`src/rtl/core/stg_pkg.sv`:
```
`timescale 1ns / 1ps
// ----------------------------------------------------------------------------
// stg_pkg: shared constants, widths and sine table for the tone generator
// Holds the field widths, register index codes, datapath widths of the serial
// multiplier and divider, and the quarter-wave sine table built at elaboration.
// ----------------------------------------------------------------------------
package stg_pkg;

  // Oscillator geometry
  localparam int PHASE_BITS   = 32;
  localparam int TABLE_BITS   = 10;
  localparam int QUARTER_BITS = TABLE_BITS - 2;
  localparam int QUARTER      = 1 << QUARTER_BITS;
  localparam int ROM_IDX_W    = QUARTER_BITS + 1;

  // Field widths
  localparam int STEP_W   = 32;
  localparam int FRAME_W  = 24;
  localparam int FADE_W   = 16;
  localparam int SAMPLE_W = 16;
  localparam int MAG_W    = 16;

  // Configuration port
  localparam int CFG_IDX_W  = 2;
  localparam int CFG_DATA_W = 32;
  localparam logic [CFG_IDX_W-1:0] CFG_PHASE_STEP   = 2'd0;
  localparam logic [CFG_IDX_W-1:0] CFG_NOTE_LENGTH  = 2'd1;
  localparam logic [CFG_IDX_W-1:0] CFG_FADE_NOMINAL = 2'd2;

  // Scaling: sample = mag * 30000 * num / (2^15 * den)
  localparam int AMP_SHIFT = 15;
  localparam int MUL_A_W   = MAG_W + 15;
  localparam int MUL_B_W   = FADE_W;
  localparam int PROD_W    = MUL_A_W + MUL_B_W;
  localparam logic [MUL_A_W-1:0] AMPLITUDE = MUL_A_W'(30000);

  // Divider: quotient never exceeds 30000, so AMP_SHIFT bits suffice
  localparam int DIV_N_W = PROD_W - AMP_SHIFT;
  localparam int DIV_Q_W = AMP_SHIFT;
  localparam int DIV_R_W = DIV_N_W - DIV_Q_W;
  localparam int DIV_D_W = FADE_W;

  // Polynomial coefficients of sin(pi/2 * u), Q30
  localparam logic [63:0] COEF_A1 = 64'd1686629713;
  localparam logic [63:0] COEF_A3 = 64'd693598668;
  localparam logic [63:0] COEF_A5 = 64'd85569306;
  localparam logic [63:0] COEF_A7 = 64'd5026995;
  localparam logic [63:0] COEF_A9 = 64'd172272;

  typedef logic [MAG_W-1:0] sine_rom_t [0:QUARTER];

  // Evaluate the polynomial once per entry, truncating each product to Q30.
  function automatic sine_rom_t sine_rom_build();
    sine_rom_t   rom;
    logic [63:0] u;
    logic [63:0] u2;
    logic [63:0] p;
    for (int m = 0; m <= QUARTER; m++) begin
      u   = 64'(m) << (30 - QUARTER_BITS);
      u2  = (u * u) >> 30;
      p   = COEF_A7 - ((u2 * COEF_A9) >> 30);
      p   = COEF_A5 - ((u2 * p) >> 30);
      p   = COEF_A3 - ((u2 * p) >> 30);
      p   = COEF_A1 - ((u2 * p) >> 30);
      p   = (u * p) >> 30;
      rom[m] = MAG_W'((p + 64'd16384) >> 15);
    end
    return rom;
  endfunction

  localparam sine_rom_t SINE_ROM = sine_rom_build();

endpackage

```
`src/rtl/core/stg_div.sv`:
```
`timescale 1ns / 1ps
// ----------------------------------------------------------------------------
// stg_div: bit-serial restoring divider
// Produces one quotient bit per cycle; the caller guarantees that the quotient
// fits DIV_Q_W bits, so the upper dividend bits seed the partial remainder.
// ----------------------------------------------------------------------------
module stg_div import stg_pkg::*; (
  input  logic               clk,
  input  logic               rst_n,
  input  logic               start,
  input  logic [DIV_N_W-1:0] dividend,
  input  logic [DIV_D_W-1:0] divisor,
  output logic               done,
  output logic [DIV_Q_W-1:0] quotient
);

  localparam int CNT_W = $clog2(DIV_Q_W);

  logic               busy_r, busy_nxt;
  logic               done_r, done_nxt;
  logic [CNT_W-1:0]   cnt_r, cnt_nxt;
  logic [DIV_D_W-1:0] den_r, den_nxt;
  logic [DIV_R_W-1:0] rem_r, rem_nxt;
  logic [DIV_Q_W-1:0] work_r, work_nxt;
  logic [DIV_R_W:0]   trial;
  logic               fits;

  // Bring down the next dividend bit and try a subtract.
  assign trial = {rem_r, work_r[DIV_Q_W-1]};
  assign fits  = trial >= (DIV_R_W + 1)'(den_r);

  always_comb begin
    busy_nxt = busy_r;
    done_nxt = 1'b0;
    cnt_nxt  = cnt_r;
    den_nxt  = den_r;
    rem_nxt  = rem_r;
    work_nxt = work_r;
    if (start) begin
      busy_nxt = 1'b1;
      cnt_nxt  = CNT_W'(DIV_Q_W - 1);
      den_nxt  = divisor;
      rem_nxt  = dividend[DIV_N_W-1:DIV_Q_W];
      work_nxt = dividend[DIV_Q_W-1:0];
    end else if (busy_r) begin
      rem_nxt  = fits ? DIV_R_W'(trial - (DIV_R_W + 1)'(den_r)) : DIV_R_W'(trial);
      work_nxt = {work_r[DIV_Q_W-2:0], fits};
      cnt_nxt  = cnt_r - CNT_W'(1);
      if (cnt_r == '0) begin
        busy_nxt = 1'b0;
        done_nxt = 1'b1;
      end
    end
  end

  always_ff @(posedge clk) begin
    if (!rst_n) begin
      busy_r <= 1'b0;
      done_r <= 1'b0;
    end else begin
      busy_r <= busy_nxt;
      done_r <= done_nxt;
    end
    cnt_r  <= cnt_nxt;
    den_r  <= den_nxt;
    rem_r  <= rem_nxt;
    work_r <= work_nxt;
  end

  assign done     = done_r;
  assign quotient = work_r;

endmodule

```
`config.mk`:
```
export PLATFORM = sky130hd
export DESIGN_NAME = stg_div
export DESIGN_NICKNAME = d
export VERILOG_FILES = /design/src/rtl/core/stg_pkg.sv /design/src/rtl/core/stg_div.sv
export SDC_FILE = /design/constraint.sdc
export NUM_CORES = 1
export LEC_CHECK = 0
export BUFFER_PORTS_ARGS = -buffer_cell sky130_fd_sc_hd__buf_2
export CORE_UTILIZATION = 55
export DETAILED_ROUTE_END_ITERATION = 16
export HOLD_SLACK_MARGIN = 0.08
export PLACE_DENSITY = 0.8
export REMOVE_ABC_BUFFERS = 1
export SLEW_MARGIN = 5
export SYNTH_ARGS = -nofsm -noshare
export SYNTH_HDL_FRONTEND = slang
export SYNTH_SLANG_ARGS = --single-unit
```
`constraint.sdc`:
```
create_clock -name clk -period 3.4 [get_ports clk]
set_clock_uncertainty 0.1 [all_clocks]
set_input_delay 0.17 -clock clk [delete_from_list [all_inputs] [get_ports clk]]
set_output_delay 0.17 -clock clk [all_outputs]
set_load 0.05 [all_outputs]
```
==> impl_results.html <==
<table>
<tr><th>Metric</th><th>Value</th></tr>
<tr><th colspan="2">Timing</th></tr>
<tr><td>Transition time at the pin with the least slew margin</td><td>793 ps</td></tr>
<tr><td>Timing-limited maximum frequency</td><td>327 MHz</td></tr>
<tr><td>Post-route clock period utilization</td><td>between 80% and 90%</td></tr>
<tr><td>Final Slew Violations</td><td>0</td></tr>
<tr><td>Hold slack final</td><td>between 80 and 90 ps</td></tr>
<tr><td>Unrepaired setup endpoints after global routing</td><td>false</td></tr>
<tr><td>TNS Setup</td><td>0 ps</td></tr>
<tr><td># setup viols final</td><td>0</td></tr>
<tr><td>Shortest period the worst path allows</td><td>3060 ps</td></tr>
<tr><td>Max-Slew Margin vs Limit</td><td>46.8%</td></tr>
<tr><td>Final hold violations</td><td>0</td></tr>
<tr><th colspan="2">Setup path</th></tr>
<tr><td>Reg2Reg Capture Point</td><td>quotient[0]</td></tr>
<tr><td>Maximum fanout encountered on the critical timing path</td><td>20</td></tr>
<tr><td>Element type at the critical path end</td><td>register</td></tr>
<tr><td>CP Data Arrival Time</td><td>~3000 ps</td></tr>
<tr><td>Launch instance of the worst register-to-register path</td><td>quotient[14]</td></tr>
<tr><td>Required time worst endpoint</td><td>3360 ps</td></tr>
<tr><td>Worst r2r path cells</td><td>9</td></tr>
<tr><td>Setup slack, reg-to-reg</td><td>around 340 ps</td></tr>
<tr><td>Type of origin of the critical path</td><td>register</td></tr>
<tr><td>Crit path kind</td><td>reg2reg</td></tr>
<tr><th colspan="2">Floorplanning</th></tr>
<tr><td>Total core area</td><td>5540 um2</td></tr>
<tr><td>Initial standard-cell utilization of the core</td><td>57.5%</td></tr>
<tr><td>Placement Rows</td><td>27</td></tr>
<tr><td>Vertical die dimension</td><td>78.1 um</td></tr>
<tr><td>I/O pin cnt</td><td>67</td></tr>
<tr><td>Floorplan die width</td><td>78.1 um</td></tr>
<tr><td>Die area</td><td>6100 um2</td></tr>
<tr><th colspan="2">Cells and area</th></tr>
<tr><td>Proportion of layout cells with a drive suffix above 1</td><td>approximately a quarter</td></tr>
<tr><td>Antenna diode count</td><td>0</td></tr>
<tr><td>Number of cells in the finished layout apart from fillers</td><td>around 470</td></tr>
<tr><td>Fin nets</td><td>~460</td></tr>
<tr><td>Synth-to-layout area growth</td><td>27.7%</td></tr>
<tr><td>Layout filler cell count</td><td>between 400 and 500</td></tr>
<tr><th colspan="2">Yosys</th></tr>
<tr><td>Total number of yosys warnings</td><td>0</td></tr>
<tr><td>Seq cells post-synth</td><td>54</td></tr>
<tr><td>Cell taking the most area after synthesis</td><td>sky130_fd_sc_hd__edfxtp_1</td></tr>
<tr><td>Synth top area share</td><td>45.2%</td></tr>
<tr><td>Netlist area before placement</td><td>3190 um2</td></tr>
<tr><td>Sequential cell area fraction in the yosys report</td><td>around half</td></tr>
<tr><td>Synthesized area per cell</td><td>11.1 um2</td></tr>
<tr><td>Cells after synthesis</td><td>288</td></tr>
<tr><td>Share of synthesized flip-flops with an asynchronous set or reset</td><td>0%</td></tr>
<tr><td>Number of different library cells in the post-synthesis netlist</td><td>54</td></tr>
<tr><td>Number of enable-type register cells in the synthesized netlist</td><td>48</td></tr>
<tr><td>Top FF cell, synth</td><td>sky130_fd_sc_hd__edfxtp_1</td></tr>
<tr><td>Ranking of synthesized cells by area</td><td>sky130_fd_sc_hd__edfxtp_1 45%, sky130_fd_sc_hd__ha_1 6.7%, sky130_fd_sc_hd__mux2_2 5.3%</td></tr>
<tr><th colspan="2">Placement</th></tr>
<tr><td>Number of placed cells counting well taps</td><td>417</td></tr>
<tr><td>Hpwl dp</td><td>4230 um</td></tr>
<tr><td>I/O Buffers</td><td>66</td></tr>
<tr><td>Global placement routability congestion</td><td>between 0.8 and 0.9</td></tr>
<tr><th colspan="2">CTS</th></tr>
<tr><td>Total clock buffers created by CTS</td><td>5</td></tr>
<tr><td>Clk buf depth</td><td>2</td></tr>
<tr><td>Clock slew at the register clock pins of the worst setup and hold paths</td><td>about 100 ps</td></tr>
<tr><td>Clock network latency to the later pin of the worst-skew pair</td><td>approximately 300 ps</td></tr>
<tr><td>Number of sinks driven by the clock tree</td><td>54</td></tr>
<tr><td>H-tree levels</td><td>2</td></tr>
<tr><td>Clk root buf</td><td>sky130_fd_sc_hd__clkbuf_8</td></tr>
<tr><td>Clock tree from TritonCTS</td><td>done</td></tr>
<tr><th colspan="2">GRT</th></tr>
<tr><td>Number of antenna violations at the first check in global routing</td><td>0</td></tr>
<tr><td>First-pass GRT wire length</td><td>about 11000 um</td></tr>
<tr><td>Total congestion overflow</td><td>0</td></tr>
<tr><td>Maximum number of pins on one net before global-route repair</td><td>54</td></tr>
<tr><td>Vias in the first global route</td><td>2439</td></tr>
<tr><td>Global-route usage over all layers</td><td>22.6%</td></tr>
<tr><th colspan="2">Status</th></tr>
<tr><td>Outcome</td><td>finished clean</td></tr>
<tr><th colspan="2">Job</th></tr>
<tr><td>Count of max-cap constraint violations</td><td>0</td></tr>
<tr><th colspan="2">Hold path</th></tr>
<tr><td>Worst min-delay path startpoint</td><td>dividend[18]</td></tr>
<tr><td>Worst hold path type</td><td>in2reg</td></tr>
<tr><td>Worst Hold Depth</td><td>3</td></tr>
<tr><td>Endpoint, Worst Hold</td><td>rem_r[3]</td></tr>
<tr><th colspan="2">Drt</th></tr>
<tr><td>Initial DRC Count</td><td>152</td></tr>
<tr><td>Routed wire per std cell</td><td>approximately 14 um</td></tr>
<tr><td>Number of design rule violations left after detail routing</td><td>0</td></tr>
<tr><td>Ratio of routed vias to standard cells</td><td>5.34</td></tr>
<tr><td>Antenna-violating nets left</td><td>0</td></tr>
<tr><td>Sum of routed wire length over all layers</td><td>6580 um</td></tr>
<tr><td>1st-pass router iterations</td><td>4</td></tr>
<tr><td>Total via count after detailed routing</td><td>2492</td></tr>
<tr><th colspan="2">Power</th></tr>
<tr><td>Max VDD drop</td><td>about 310 uV</td></tr>
<tr><td>Static Leakage</td><td>1.78 nW</td></tr>
<tr><td>Total power per unit cell area</td><td>approximately 560 nW/um2</td></tr>
</table>
[critical path: stages, from the launching register on]
cell	delay (ps)
sky130_fd_sc_hd__edfxtp_1	400
sky130_fd_sc_hd__inv_1	90
sky130_fd_sc_hd__ha_1	160
sky130_fd_sc_hd__inv_1	50
sky130_fd_sc_hd__fa_1	410
sky130_fd_sc_hd__a21oi_1	220
sky130_fd_sc_hd__o21bai_1	150
sky130_fd_sc_hd__a211o_1	370
sky130_fd_sc_hd__a21o_1	470
sky130_fd_sc_hd__mux2_2	400
[timing repair]
item | 4_1_cts | 5_1_grt
endpoints found under the setup margin | 0 | 0
hold endpoints to repair | 43 | 0
hold buffers | 42 | 0
gates resized for setup | 0 | 0
setup buffers | 0 | 0
[layer usage]
layer  track usage [%]  part of all wire, %  up-vias
li1                  -                    -     1277
met1              28.8                   45     1142
met2              39.7                   50       69
met3              4.42                  4.3        4
met4              4.81                 0.47        0
met5                 0                    0        -
[registers in the layout, indices dropped and copies added, names as in the netlist]
name,flops
rem_r,17
done,1
den_r,16
cnt_r,4
quotient,15
busy_r,1
[placed cells by master (no fill, tap or decap), drive strengths merged, types with 5 or more instances in the layout]
| master | n |
|---|---|
| xnor2 | 8 |
| buf | 68 |
| xor2 | 7 |
| o21ai | 14 |
| ha | 17 |
| clkbuf | 6 |
| o311ai | 5 |
| dfxtp | 6 |
| nor2 | 13 |
| a21o | 12 |
| nand2 | 29 |
| dlygate4sd3 | 42 |
| a21oi | 23 |
| inv | 24 |
| nand3 | 6 |
| edfxtp | 48 |
| mux2i | 6 |
| mux2 | 16 |
[worst max-delay path by stage]
stage,slack [ps],to,start
after detailed placement,370,quotient[0],quotient[14]
after CTS,340,rem_r[8],quotient[14]
after global routing,130,rem_r[2],quotient[14]
after global placement,440,quotient[0],quotient[14]
final,340,quotient[0],quotient[14]
after floorplan,340,quotient[0],quotient[14]
[cell usage after synthesis (4+ instances only)]
cell type                   n
sky130_fd_sc_hd__o21ai_1    5
sky130_fd_sc_hd__mux2i_1    6
sky130_fd_sc_hd__dfxtp_1    6
sky130_fd_sc_hd__mux2_2    15
sky130_fd_sc_hd__a21o_1    10
sky130_fd_sc_hd__ha_1      17
sky130_fd_sc_hd__clkbuf_1   5
sky130_fd_sc_hd__o21ai_0    9
sky130_fd_sc_hd__a21oi_1   22
sky130_fd_sc_hd__xor2_1     7
sky130_fd_sc_hd__xnor2_1    8
sky130_fd_sc_hd__a211oi_1   4
sky130_fd_sc_hd__nand2_1   29
sky130_fd_sc_hd__edfxtp_1  48
sky130_fd_sc_hd__nand3_1    6
sky130_fd_sc_hd__nor2_1    13
sky130_fd_sc_hd__inv_1     22
[logic make-up after synthesis]
kind of cell / share of synthesized area (%)
and+or+nand+nor: 10.3
buffers and inverters: 4.60
adders and majority gates: 7.31
xor gates and xnor gates: 4.12
AOI/OAI and AO/OA: 17.0
DFF: 49.0
muxes: 7.66
[final cells by class]
cell class                      count  area [um2]  area share (%)
Multi-Input combinational cell    200        1480            36.3
Clock inverter                      2        12.5           0.308
Inverter                           23        86.3            2.12
Clock buffer                        6        72.6            1.78
Sequential cell                    54        1560            38.4
Timing Repair Buffer              110         766            18.8
Tap cell                           72        90.1            2.22
[where the power goes]
part | switching, mW | internal [mW] | leakage, nW
Clock | 0.216 | 0.147 | 0.0461
Combinational | 0.563 | 0.449 | 1.21
Sequential | 0.0544 | 0.857 | 0.528
[metrics by stage]
step | area (um2) | setup slack (ps) | power [mW] | utilization, %
after floorplan | 3130 | 336 | 1.68 | -
after global placement | 3560 | 439 | 1.87 | 64.3
after detailed placement | 3560 | 367 | 1.90 | 64.3
after CTS | 4070 | 342 | 2.30 | 73.4
after global routing | 4070 | 127 | 2.44 | 73.4
final | 4070 | 340 | 2.29 | 73.4
(Power assumes the default switching activity.)
