<file path="src/rtl/core/stg_pkg.sv">
`timescale 1ns / 1ps
// ----------------------------------------------------------------------------
// stg_pkg: shared constants, widths and sine table for the tone generator
// Holds the field widths, register index codes, datapath widths of the serial
// multiplier and divider, and the quarter-wave sine table built at elaboration.
// ----------------------------------------------------------------------------
package stg_pkg;

  // Oscillator geometry
  localparam int PHASE_BITS   = 32;
  localparam int TABLE_BITS   = 10;
  localparam int QUARTER_BITS = TABLE_BITS - 2;
  localparam int QUARTER      = 1 << QUARTER_BITS;
  localparam int ROM_IDX_W    = QUARTER_BITS + 1;

  // Field widths
  localparam int STEP_W   = 32;
  localparam int FRAME_W  = 24;
  localparam int FADE_W   = 16;
  localparam int SAMPLE_W = 16;
  localparam int MAG_W    = 16;

  // Configuration port
  localparam int CFG_IDX_W  = 2;
  localparam int CFG_DATA_W = 32;
  localparam logic [CFG_IDX_W-1:0] CFG_PHASE_STEP   = 2'd0;
  localparam logic [CFG_IDX_W-1:0] CFG_NOTE_LENGTH  = 2'd1;
  localparam logic [CFG_IDX_W-1:0] CFG_FADE_NOMINAL = 2'd2;

  // Scaling: sample = mag * 30000 * num / (2^15 * den)
  localparam int AMP_SHIFT = 15;
  localparam int MUL_A_W   = MAG_W + 15;
  localparam int MUL_B_W   = FADE_W;
  localparam int PROD_W    = MUL_A_W + MUL_B_W;
  localparam logic [MUL_A_W-1:0] AMPLITUDE = MUL_A_W'(30000);

  // Divider: quotient never exceeds 30000, so AMP_SHIFT bits suffice
  localparam int DIV_N_W = PROD_W - AMP_SHIFT;
  localparam int DIV_Q_W = AMP_SHIFT;
  localparam int DIV_R_W = DIV_N_W - DIV_Q_W;
  localparam int DIV_D_W = FADE_W;

  // Polynomial coefficients of sin(pi/2 * u), Q30
  localparam logic [63:0] COEF_A1 = 64'd1686629713;
  localparam logic [63:0] COEF_A3 = 64'd693598668;
  localparam logic [63:0] COEF_A5 = 64'd85569306;
  localparam logic [63:0] COEF_A7 = 64'd5026995;
  localparam logic [63:0] COEF_A9 = 64'd172272;

  typedef logic [MAG_W-1:0] sine_rom_t [0:QUARTER];

  // Evaluate the polynomial once per entry, truncating each product to Q30.
  function automatic sine_rom_t sine_rom_build();
    sine_rom_t   rom;
    logic [63:0] u;
    logic [63:0] u2;
    logic [63:0] p;
    for (int m = 0; m <= QUARTER; m++) begin
      u   = 64'(m) << (30 - QUARTER_BITS);
      u2  = (u * u) >> 30;
      p   = COEF_A7 - ((u2 * COEF_A9) >> 30);
      p   = COEF_A5 - ((u2 * p) >> 30);
      p   = COEF_A3 - ((u2 * p) >> 30);
      p   = COEF_A1 - ((u2 * p) >> 30);
      p   = (u * p) >> 30;
      rom[m] = MAG_W'((p + 64'd16384) >> 15);
    end
    return rom;
  endfunction

  localparam sine_rom_t SINE_ROM = sine_rom_build();

endpackage

</file>
<file path="src/rtl/core/stg_mul.sv">
`timescale 1ns / 1ps
// ----------------------------------------------------------------------------
// stg_mul: bit-serial shift-add multiplier
// Consumes one multiplier bit per cycle; product is valid when done pulses.
// ----------------------------------------------------------------------------
module stg_mul import stg_pkg::*; (
  input  logic               clk,
  input  logic               rst_n,
  input  logic               start,
  input  logic [MUL_A_W-1:0] mul_a,
  input  logic [MUL_B_W-1:0] mul_b,
  output logic               done,
  output logic [PROD_W-1:0]  product
);

  localparam int CNT_W = $clog2(MUL_B_W);

  logic               busy_r, busy_nxt;
  logic               done_r, done_nxt;
  logic [CNT_W-1:0]   cnt_r, cnt_nxt;
  logic [MUL_A_W-1:0] a_r, a_nxt;
  logic [PROD_W:0]    prod_r, prod_nxt;
  logic [MUL_A_W+1:0] sum;

  // Add the multiplicand into the upper half when the low bit is set.
  assign sum = {1'b0, prod_r[PROD_W:MUL_B_W]} +
               (prod_r[0] ? {2'b00, a_r} : '0);

  always_comb begin
    busy_nxt = busy_r;
    done_nxt = 1'b0;
    cnt_nxt  = cnt_r;
    a_nxt    = a_r;
    prod_nxt = prod_r;
    if (start) begin
      busy_nxt = 1'b1;
      cnt_nxt  = CNT_W'(MUL_B_W - 1);
      a_nxt    = mul_a;
      prod_nxt = {(PROD_W + 1 - MUL_B_W)'(0), mul_b};
    end else if (busy_r) begin
      prod_nxt = {sum, prod_r[MUL_B_W-1:1]};
      cnt_nxt  = cnt_r - CNT_W'(1);
      if (cnt_r == '0) begin
        busy_nxt = 1'b0;
        done_nxt = 1'b1;
      end
    end
  end

  always_ff @(posedge clk) begin
    if (!rst_n) begin
      busy_r <= 1'b0;
      done_r <= 1'b0;
    end else begin
      busy_r <= busy_nxt;
      done_r <= done_nxt;
    end
    cnt_r  <= cnt_nxt;
    a_r    <= a_nxt;
    prod_r <= prod_nxt;
  end

  assign done    = done_r;
  assign product = prod_r[PROD_W-1:0];

endmodule

</file>
<file path="config.mk">
export PLATFORM = sky130hd
export DESIGN_NAME = stg_mul
export DESIGN_NICKNAME = d
export VERILOG_FILES = /design/src/rtl/core/stg_pkg.sv /design/src/rtl/core/stg_mul.sv
export SDC_FILE = /design/constraint.sdc
export NUM_CORES = 1
export LEC_CHECK = 0
export BUFFER_PORTS_ARGS = -buffer_cell sky130_fd_sc_hd__clkbuf_2
export CAP_MARGIN = 20
export CORE_MARGIN = 10
export CORE_UTILIZATION = 45
export DETAILED_ROUTE_END_ITERATION = 6
export HOLD_SLACK_MARGIN = 0.03
export PLACE_DENSITY_LB_ADDON = 0.3
export SYNTH_ARGS = -nofsm -noshare
export SYNTH_HDL_FRONTEND = slang
export SYNTH_SLANG_ARGS = --single-unit
</file>
<file path="constraint.sdc">
create_clock -name clk -period 4.98 [get_ports clk]
set_clock_uncertainty 0.2 [all_clocks]
set_input_delay 0.249 -clock clk [delete_from_list [all_inputs] [get_ports clk]]
set_output_delay 0.249 -clock clk [all_outputs]
set_load 0.05 [all_outputs]
</file>
==> impl_metrics.json, run 1 <==
{
  "grt_pass1_wl_um": 21000,
  "max-slew-margin-rel_pct": 39.9,
  "setup_tns_ns": 0,
  "yosys_warnings": 0,
  "synthArstFlopShare_pct": 0,
  "finalWeightedCongestion": 0.930,
  "dieWidth_um": 128,
  "hold_path_depth": 4,
  "die_area_um2": 16500,
  "rsz0062_at_grt": "no",
  "nFillCells": 1015,
  "core_um2": 11500,
  "vias": 4206,
  "reg2reg_depth": 10,
  "chipHeight_um": 128,
  "hold_viol": 0,
  "clock-root-buffer": "clkbuf_16",
  "grt_max_degree": 79,
  "drv_slew": 0,
  "firstDrtPassIters": 5,
  "numCtsBuffers": 9,
  "synth_enable_flop_cells": 47,
  "viasPerCell": 5.36,
  "setup_viol_count_final": 0,
  "syn2layout_area_growth_pct": 18.5,
  "grt-ovfl-total": 0,
  "final_core_util_pct": 54.7,
  "start_util_pct": 46.1,
  "post-route-min-period_ns": 3.91,
  "rr_endpoint": "prod_r[40]",
  "hold_class": "in -> reg",
  "fin_area_um2": 6270,
  "peakVddDrop_mv": 0.274,
  "arrival_ns": 3.90,
  "drive_gt1_share_pct": 21.8,
  "pin_count": 98,
  "dp_hpwl_um": 8800,
  "clkTransAtPathRegs_ns": 0.06,
  "io_buffers": 97,
  "period_share_pct": 78.4,
  "hold_path_end": "prod_r[41]",
  "tightestPinTransition_ns": 0.901,
  "drc": 0,
  "reg2reg_from": "prod_r[0]",
  "antenna_found_initial": 0,
  "worst_skew_pair.late_latency_ns": 0.35,
  "place_area_um2": 5510,
  "synth_area_um2": 5290,
  "status": "completed",
  "stdcell_count": 784,
  "fmax_ghz": 0.256,
  "num_rows": 39,
  "route.final.wire_length_um": 12600,
  "post_cts_buffers": 0,
  "ant_nets": 0,
  "avgSynthCellArea_um2": 9.60,
  "yosysSeqAreaShare_pct": 41.1,
  "clock_path_buffers": 2,
  "synth_nets": 634,
  "p_leak_nw": 2.71,
  "syn_inst": 551,
  "grt_pass1_vias": 4354,
  "htreeDepth": 3,
  "antennaDiodeCount": 0,
  "reg2reg_slack_ns": 1.07,
  "dpl.cell_count": 720,
  "wl_per_cell_um": 16.0,
  "fin_nets": 719,
  "cts_tree": "done",
  "min_from": "start",
  "critPathKind": "reg -> reg",
  "power.density_nw_per_um2": 315,
  "required_ns": 4.98,
  "synth_ff_type": "edfxtp_1",
  "drt_iter0_drc": 277,
  "whs_ns": 0.198,
  "grt_usage_pct": 15.5,
  "cp-end-kind": "register",
  "start_kind": "register",
  "maxCapViolations": 0,
  "ys_ff_latch": 85,
  "worst-path-max-fanout": 32,
  "cts_sinks": 85,
  "synth.distinct_cells": 60
}
## synth_stat cells (3+ instances only)
cell / n / area, um2
nand3_1: 12 / 60.1
a21oi_1: 35 / 175
inv_1: 14 / 52.6
nor2b_1: 8 / 50.1
o21ai_0: 29 / 145
ha_1: 32 / 400
buf_4: 49 / 368
clkbuf_1: 23 / 86.3
nor3_1: 5 / 25.0
a21o_1: 7 / 52.6
edfxtp_1: 47 / 1410
a31o_2: 3 / 26.3
a211oi_1: 3 / 22.5
nor4_1: 5 / 31.3
o211ai_1: 6 / 45.0
a31oi_1: 6 / 37.5
and2_1: 32 / 200
xor2_1: 9 / 78.8
mux2_2: 16 / 180
dfxtp_1: 38 / 761
nand2_1: 46 / 173
nand4_1: 8 / 50.1
xnor2_1: 13 / 114
nor2_1: 31 / 116
and3_1: 4 / 25.0
or3_1: 3 / 18.8
mux2i_1: 12 / 120
nor3b_1: 4 / 30.0
nand2b_1: 9 / 56.3
o21bai_1: 3 / 22.5
## flip-flops by register name (all words and copies together) (netlist names)
name and flops:
a_r 31, busy_r 1, cnt_r 4, done 1, prod_r 48
## worst max-delay path by stage
stage / start / to / slack [ns] / cells after the start
floorplan: prod_r[0] / prod_r[47] / 1.87 / 12
global placement: prod_r[0] / prod_r[47] / 1.26 / 11
detailed placement: prod_r[0] / prod_r[40] / 1.15 / 10
CTS: prod_r[0] / prod_r[40] / 1.11 / 10
global route: prod_r[0] / prod_r[40] / 0.81 / 10
finish: prod_r[0] / prod_r[40] / 1.07 / 10
## per-stage QoR
| step | setup WS [ns] | total power, W |
|---|---|---|
| 2_1_floorplan | 1.87 | 0.00126 |
| 3_3_place_gp | 1.26 | 0.00133 |
| 3_5_place_dp | 1.15 | 0.00134 |
| 4_1_cts | 1.11 | 0.00200 |
| 5_1_grt | 0.806 | 0.00207 |
| 6_report | 1.07 | 0.00198 |
## power breakdown
part	switching, W	internal (W)
clock network	0.000283	0.000341
logic	0.000325	0.000183
registers	0.0000391	0.000805
## worst max-delay path, cell delays in order (launching register included)
cell and delay [ns]:
edfxtp_1 0.94, and2_1 0.24, ha_1 0.29, a21oi_1 0.25
nand2_1 0.10, a31oi_1 0.32, o22ai_1 0.22, o21ai_0 0.51
nor2_1 0.10, a2111oi_0 0.49, o31ai_1 0.11
## layer usage
layer  wire [um]  up-vias  global-route usage (%)
met2        5890      125                    25.2
met4         242        0                    6.29
met3         884       19                    5.34
met1        5530     1952                    18.4
met5           0        -                       0
li1            -     2110                       -
## area by class of cell
class | instances | area (um2) | area share, %
inverter | 14 | 52.6 | 0.838
tap | 143 | 179 | 2.85
timing repair buffer | 147 | 981 | 15.7
clock buffer | 10 | 229 | 3.65
sequential | 85 | 2170 | 34.7
clock inverter | 6 | 46.3 | 0.739
multi-input combinational | 379 | 2610 | 41.6
## what timing repair did
action | CTS | global route
resized for setup | 0 | 0
hold endpoints to repair | 49 | 0
hold buffers | 48 | 0
## placed cells by master, fill, tap and decap left out, types with 3 or more instances in the layout
cell type	instances
xnor2_1	13
dlygate4sd3_1	48
nor2b_1	8
ha_1	32
nor3b_1	4
a21o_1	7
nor3_1	5
a21oi_1	35
dfxtp_1	38
a211oi_1	3
nand3_1	12
a31oi_1	6
xor2_1	9
and3_1	4
nand4_1	8
a31o_2	3
nand2_1	46
clkbuf_2	96
clkbuf_16	9
and2_1	32
nand2b_1	9
mux2_2	16
o21ai_0	29
or3_1	3
edfxtp_1	47
o21bai_1	3
mux2i_1	12
o211ai_1	6
nor2_1	30
inv_1	14
nor4_1	5
## logic make-up (layout without fill, tap and decap cells)
logic type	Yosys count	count (layout)	synth area share, %
buffers and inverters	87	177	9.65
adder cells (fa/ha/maj)	33	33	7.95
multiplexers	28	28	5.68
XOR/XNOR	22	22	3.64
AND/OR/NAND/NOR	179	179	17.9
flip-flops	85	85	41.1
AO/OA/AOI/OAI	117	117	14.1
(Power assumes the default switching activity.)
==> run 2: changes to the inputs <==
Clock period 4.98 ns to 3.6 ns, I/O delays scaled along.
==> run 2 against run 1 <==
Via count up 1.7%. Cell count up 1.0%. Critical path depth unchanged. Sequential power up 37%. Sequential share of layout area down 0.63 points. Critical endpoint is now prod_r[46]. Highest routed layer unchanged.
==> impl_metrics.json, run 2 (same netlist as run 1, synthesis figures left out) <==
{
  "worst_skew_pair.late_latency_ns": 0.35,
  "power.density_nw_per_um2": 453,
  "antenna_found_initial": 0,
  "maxCapViolations": 0,
  "clock-root-buffer": "clkbuf_16",
  "critPathKind": "reg -> reg",
  "setup_viol_count_final": 0,
  "viasPerCell": 5.40,
  "io_buffers": 97,
  "drive_gt1_share_pct": 22.7,
  "largest-register": "prod_r",
  "hold_class": "reg -> reg",
  "cts_sinks": 85,
  "grt_pass1_wl_um": 21400,
  "cts_tree": "done",
  "post_cts_buffers": 0,
  "hold_viol": 0,
  "start_util_pct": 46.1,
  "route.final.wire_length_um": 12800,
  "antennaDiodeCount": 0,
  "final_common_cell": "clkbuf_2",
  "status": "completed",
  "max-slew-margin-rel_pct": 48.1,
  "tightestPinTransition_ns": 0.778,
  "fmax_ghz": 0.294,
  "drv_slew": 0,
  "grt_max_degree": 68,
  "rsz0062_at_grt": "no",
  "period_share_pct": 94.6,
  "largest_register_ffs": 48,
  "drt_iter0_drc": 301,
  "clkTransAtPathRegs_ns": 0.07,
  "setup_tns_ns": 0,
  "grt_usage_pct": 15.8,
  "area.sequential_um2": 2170,
  "nFillCells": 1011,
  "drc": 0,
  "peakVddDrop_mv": 0.409,
  "multiInputGateArea_um2": 2610,
  "post-route-min-period_ns": 3.41,
  "num_rows": 39,
  "grt-ovfl-total": 0,
  "dieWidth_um": 128,
  "fin_nets": 727,
  "die_area_um2": 16500,
  "layout_common_cells": "clkbuf_2, dlygate4sd3_1, edfxtp_1",
  "chipHeight_um": 128,
  "final_core_util_pct": 55.7,
  "pin_count": 98,
  "clock_path_buffers": 2,
  "syn2layout_area_growth_pct": 20.7,
  "worst-path-max-fanout": 17,
  "finalWeightedCongestion": 0.875,
  "reg.largest.list": "prod_r (48), a_r (31), cnt_r (4)",
  "p_leak_nw": 2.77,
  "numCtsBuffers": 9,
  "vias": 4279,
  "ant_nets": 0,
  "dp_hpwl_um": 9280,
  "required_ns": 3.64,
  "cp-end-kind": "register",
  "firstDrtPassIters": 5,
  "start_kind": "register",
  "htreeDepth": 3,
  "wl_per_cell_um": 16.2,
  "grt_pass1_vias": 4360,
  "arrival_ns": 3.44,
  "core_um2": 11500
}
run 2: cell count changes in the layout (fill, tap and decap cells not counted), sizes merged:
| cell | delta |
|---|---|
| buf | +7 |
| clkinv | -1 |
| dlygate4sd3 | +1 |
| bufinv | +2 |
| clkinvlp | -1 |
run 2: report_power, final:
part	total [W]	switching [W]	internal [W]
logic	0.000718	0.000457	0.000261
clock network	0.00101	0.000395	0.000616
registers	0.00116	0.0000515	0.00111
total	0.00289	0.000903	0.00199
run 2: cell type report:
class | count | share of cell area [%]
clock buffer | 10 | 3.59
clock inverter | 6 | 1.51
inverter | 14 | 0.823
multi-input combinational | 379 | 40.9
sequential | 85 | 34.0
tap | 143 | 2.80
timing repair buffer | 155 | 16.3
run 2: worst max-delay path, stage by stage (launching register included):
cell and delay, ns:
edfxtp_1 0.45, buf_4 0.23, and2_1 0.16, ha_1 0.36
a21oi_2 0.24, nor2b_1 0.09, or4_4 0.49, o211ai_2 0.22
a211oi_1 0.15, or3_1 0.40, a211o_2 0.30
run 2: worst paths after layout:
path              cells past startpoint  slack [ns]  startpoint         end
setup reg to reg                     10        0.19   prod_r[0]  prod_r[46]
hold reg to reg                       2        0.28  prod_r[23]  prod_r[23]
hold / removal                        2        0.28  prod_r[23]  prod_r[23]
setup / recovery                     10        0.19   prod_r[0]  prod_r[46]
run 2: repair_timing:
item | 4_1_cts | 5_1_grt
gates resized for setup | 0 | 1
hold buffers | 49 | 0
endpoints found under the hold margin | 54 | 0
endpoints found under the setup margin | 0 | 2
run 2: per-stage QoR:
step	power [W]	hold WS, ns	worst slack [ns]	instances	instance area, um2
6_report	0.00289	0.280	0.194	792	6380
5_1_grt	0.00304	0.305	0.00125	792	6380
4_1_cts	0.00293	0.289	0.165	792	6380
3_5_place_dp	0.00186	0.159	0.188	727	5560
3_3_place_gp	0.00185	0.157	0.335	727	5560
2_1_floorplan	0.00174	0.0789	0.487	551	5290
run 2: layer usage:
| metal | wire [um] | vias to the layer above | global-route usage, % |
|---|---|---|---|
| met4 | 208 | 0 | 6.03 |
| met1 | 5580 | 2020 | 18.9 |
| li1 | - | 2119 | - |
| met5 | 0 | - | 0 |
| met3 | 905 | 16 | 5.71 |
| met2 | 6110 | 124 | 25.5 |
==> run 3: changes to the inputs <==
Settings changed: CORE_UTILIZATION 45 to 56, CTS_CLUSTER_SIZE set to 28.
==> run 3 against run 2 <==
Via count decreased by 0.19%. Combinational power increased by 1%. Cell count decreased by 3.8%. Die area decreased by 17%. Count of clock-buffer cells in the layout increased by 1. Core utilization increased by 12 points. Sequential cell count unchanged. Register-to-register slack improved by 0.08 ns. Cell area decreased by 2.5%. Setup slack improved by 0.083 ns. First-iteration DRC count decreased by 30%. Maximum frequency increased by 2.5%. Critical path type unchanged. Largest cell class unchanged.
==> impl_metrics.json, run 3 (same netlist as run 1, synthesis figures left out) <==
{
  "status": "completed",
  "drc": 0,
  "core_um2": 9200,
  "route.final.wire_length_um": 13000,
  "intPower_w": 0.00167,
  "largest_register_ffs": 48,
  "setup_viol_count_final": 0,
  "grt-ovfl-total": 0,
  "p_sw_share_pct": 34.6,
  "final_common_cell": "clkbuf_2",
  "power.density_nw_per_um2": 411,
  "critPathKind": "reg -> reg",
  "cp-end-kind": "register",
  "critPathLaunch": "prod_r[0]",
  "max-slew-margin-rel_pct": 43.5,
  "period_share_pct": 92.3,
  "io_buffers": 97,
  "reg.largest.list": "prod_r (48), a_r (31), cnt_r (4)",
  "cp_slowest_cell": "edfxtp_1",
  "whs_ns": 0.296,
  "antenna_found_initial": 0,
  "dieWidth_um": 117,
  "peakVddDrop_mv": 0.343,
  "worstPathCellList": "and2_1 > ha_1 > fa_1 > a21oi_1 > o211a_1 > o211ai_1 > a31o_2 > a32o_1 > o31ai_1 > o21ai_0 > nor4bb_1",
  "crit_end": "prod_r[47]",
  "syn2layout_area_growth_pct": 17.7,
  "cts_sinks": 85,
  "fmax_ghz": 0.301,
  "max_stage_delay_ns": 0.46,
  "ant_nets": 0,
  "clkTransAtPathRegs_ns": 0.10,
  "start_util_pct": 57.5,
  "required_ns": 3.62,
  "fin_nets": 729,
  "grt_pass1_vias": 4378,
  "arrival_ns": 3.34,
  "nFillCells": 734,
  "worst_skew_pair.late_latency_ns": 0.37,
  "combPwrFrac_pct": 28.4,
  "power_frac_clock_pct": 26.1,
  "dp_hpwl_um": 9050,
  "place_area_um2": 5540,
  "numCtsBuffers": 9,
  "pin_count": 98,
  "num_rows": 35,
  "p_leak_nw": 2.72,
  "grt_pass1_wl_um": 21300,
  "stdcell_count": 762,
  "drive_gt1_share_pct": 22.9,
  "die_area_um2": 13700,
  "post-route-min-period_ns": 3.32,
  "post_cts_buffers": 0,
  "dpl.cell_count": 697,
  "htreeDepth": 3,
  "clock-root-buffer": "clkbuf_8",
  "fin_area_um2": 6220,
  "tightestPinTransition_ns": 0.848,
  "rsz0062_at_grt": "no",
  "chipHeight_um": 117,
  "firstDrtPassIters": 5,
  "hold_class": "reg -> reg",
  "start_kind": "register",
  "drt_iter0_drc": 211,
  "layout_common_cells": "clkbuf_2, dlygate4sd3_1, edfxtp_1",
  "cts_resized": 0,
  "grt_max_degree": 76,
  "rr_endpoint": "prod_r[47]",
  "clock_path_buffers": 2,
  "drv_slew": 0,
  "maxCapViolations": 0,
  "finalWeightedCongestion": 0.888,
  "worst-path-max-fanout": 5,
  "reg2reg_slack_ns": 0.28,
  "largest-register": "prod_r",
  "final_core_util_pct": 67.6,
  "viasPerCell": 5.60,
  "grt_usage_pct": 19.5,
  "reg2reg_from": "prod_r[0]",
  "hold_viol": 0,
  "cts_tree": "done",
  "vias": 4271,
  "antennaDiodeCount": 0,
  "switchingPower_w": 0.000884,
  "setup_tns_ns": 0,
  "wl_per_cell_um": 17.0,
  "reg2reg_depth": 11,
  "seq_power_share_pct": 45.5
}
==> run 3: stage by stage <==
step / worst slack (ns) / total power (W)
finish: 0.277 / 0.00255
detailed placement: 0.332 / 0.00186
global route: 0.0274 / 0.00269
global placement: 0.403 / 0.00185
CTS: 0.284 / 0.00257
floorplan: 0.487 / 0.00174
==> run 3: layer usage <==
metal	vias up	part of all wire, %	track usage, %
met5	-	0	0
li1	2130	-	-
met2	131	51	33.8
met4	0	1.8	6.34
met1	1992	41	22.4
met3	18	6.7	5.81
==> run 3: cell type report <==
class                   instances  area [um2]  area share (%)
repair buffers                157        1060            17.0
inverters                      14        52.6           0.845
flip-flops and latches         85        2170            34.9
clock buffers                  11         151            2.43
multi-input cells             379        2610            41.9
well taps                     111         139            2.23
clock inverters                 5        42.5           0.684
==> run 3: worst min-delay path by stage <==
| stage | slack [ns] | cells past startpoint | start | end |
|---|---|---|---|---|
| floorplan | 0.08 | 0 | mul_a[0] | a_r[0] |
| global placement | 0.16 | 1 | mul_a[5] | a_r[5] |
| detailed placement | 0.16 | 1 | mul_a[12] | a_r[12] |
| CTS | 0.29 | 2 | prod_r[29] | prod_r[29] |
| global route | 0.31 | 2 | mul_a[11] | a_r[11] |
| finish | 0.30 | 2 | prod_r[39] | prod_r[39] |
==> run 3: power groups by stage <==
| stage | sequential [W] | clock [W] | combinational, W |
|---|---|---|---|
| 6_report | 0.00116 | 0.000666 | 0.000726 |
| 5_1_grt | 0.00117 | 0.000723 | 0.000791 |
| 4_1_cts | 0.00116 | 0.000682 | 0.000723 |
| 3_5_place_dp | 0.00118 | 0 | 0.000678 |
| 3_3_place_gp | 0.00118 | 0 | 0.000668 |
| 2_1_floorplan | 0.00116 | 0 | 0.000577 |
==> run 3: timing repair <==
| action | 4_1_cts | 5_1_grt |
|---|---|---|
| hold buffers | 49 | 0 |
| hold endpoints to repair | 51 | 0 |
| endpoints found under the setup margin | 0 | 0 |
==> run 3: worst max-delay path, delay by kind of cell, from the launching register on <==
kind                     cells  cell delay [ns]
AO/OA/AOI/OAI                7             1.57
adder cells (fa/ha/maj)      2             0.61
flip-flops                   1             0.46
AND/OR/NAND/NOR              2             0.32
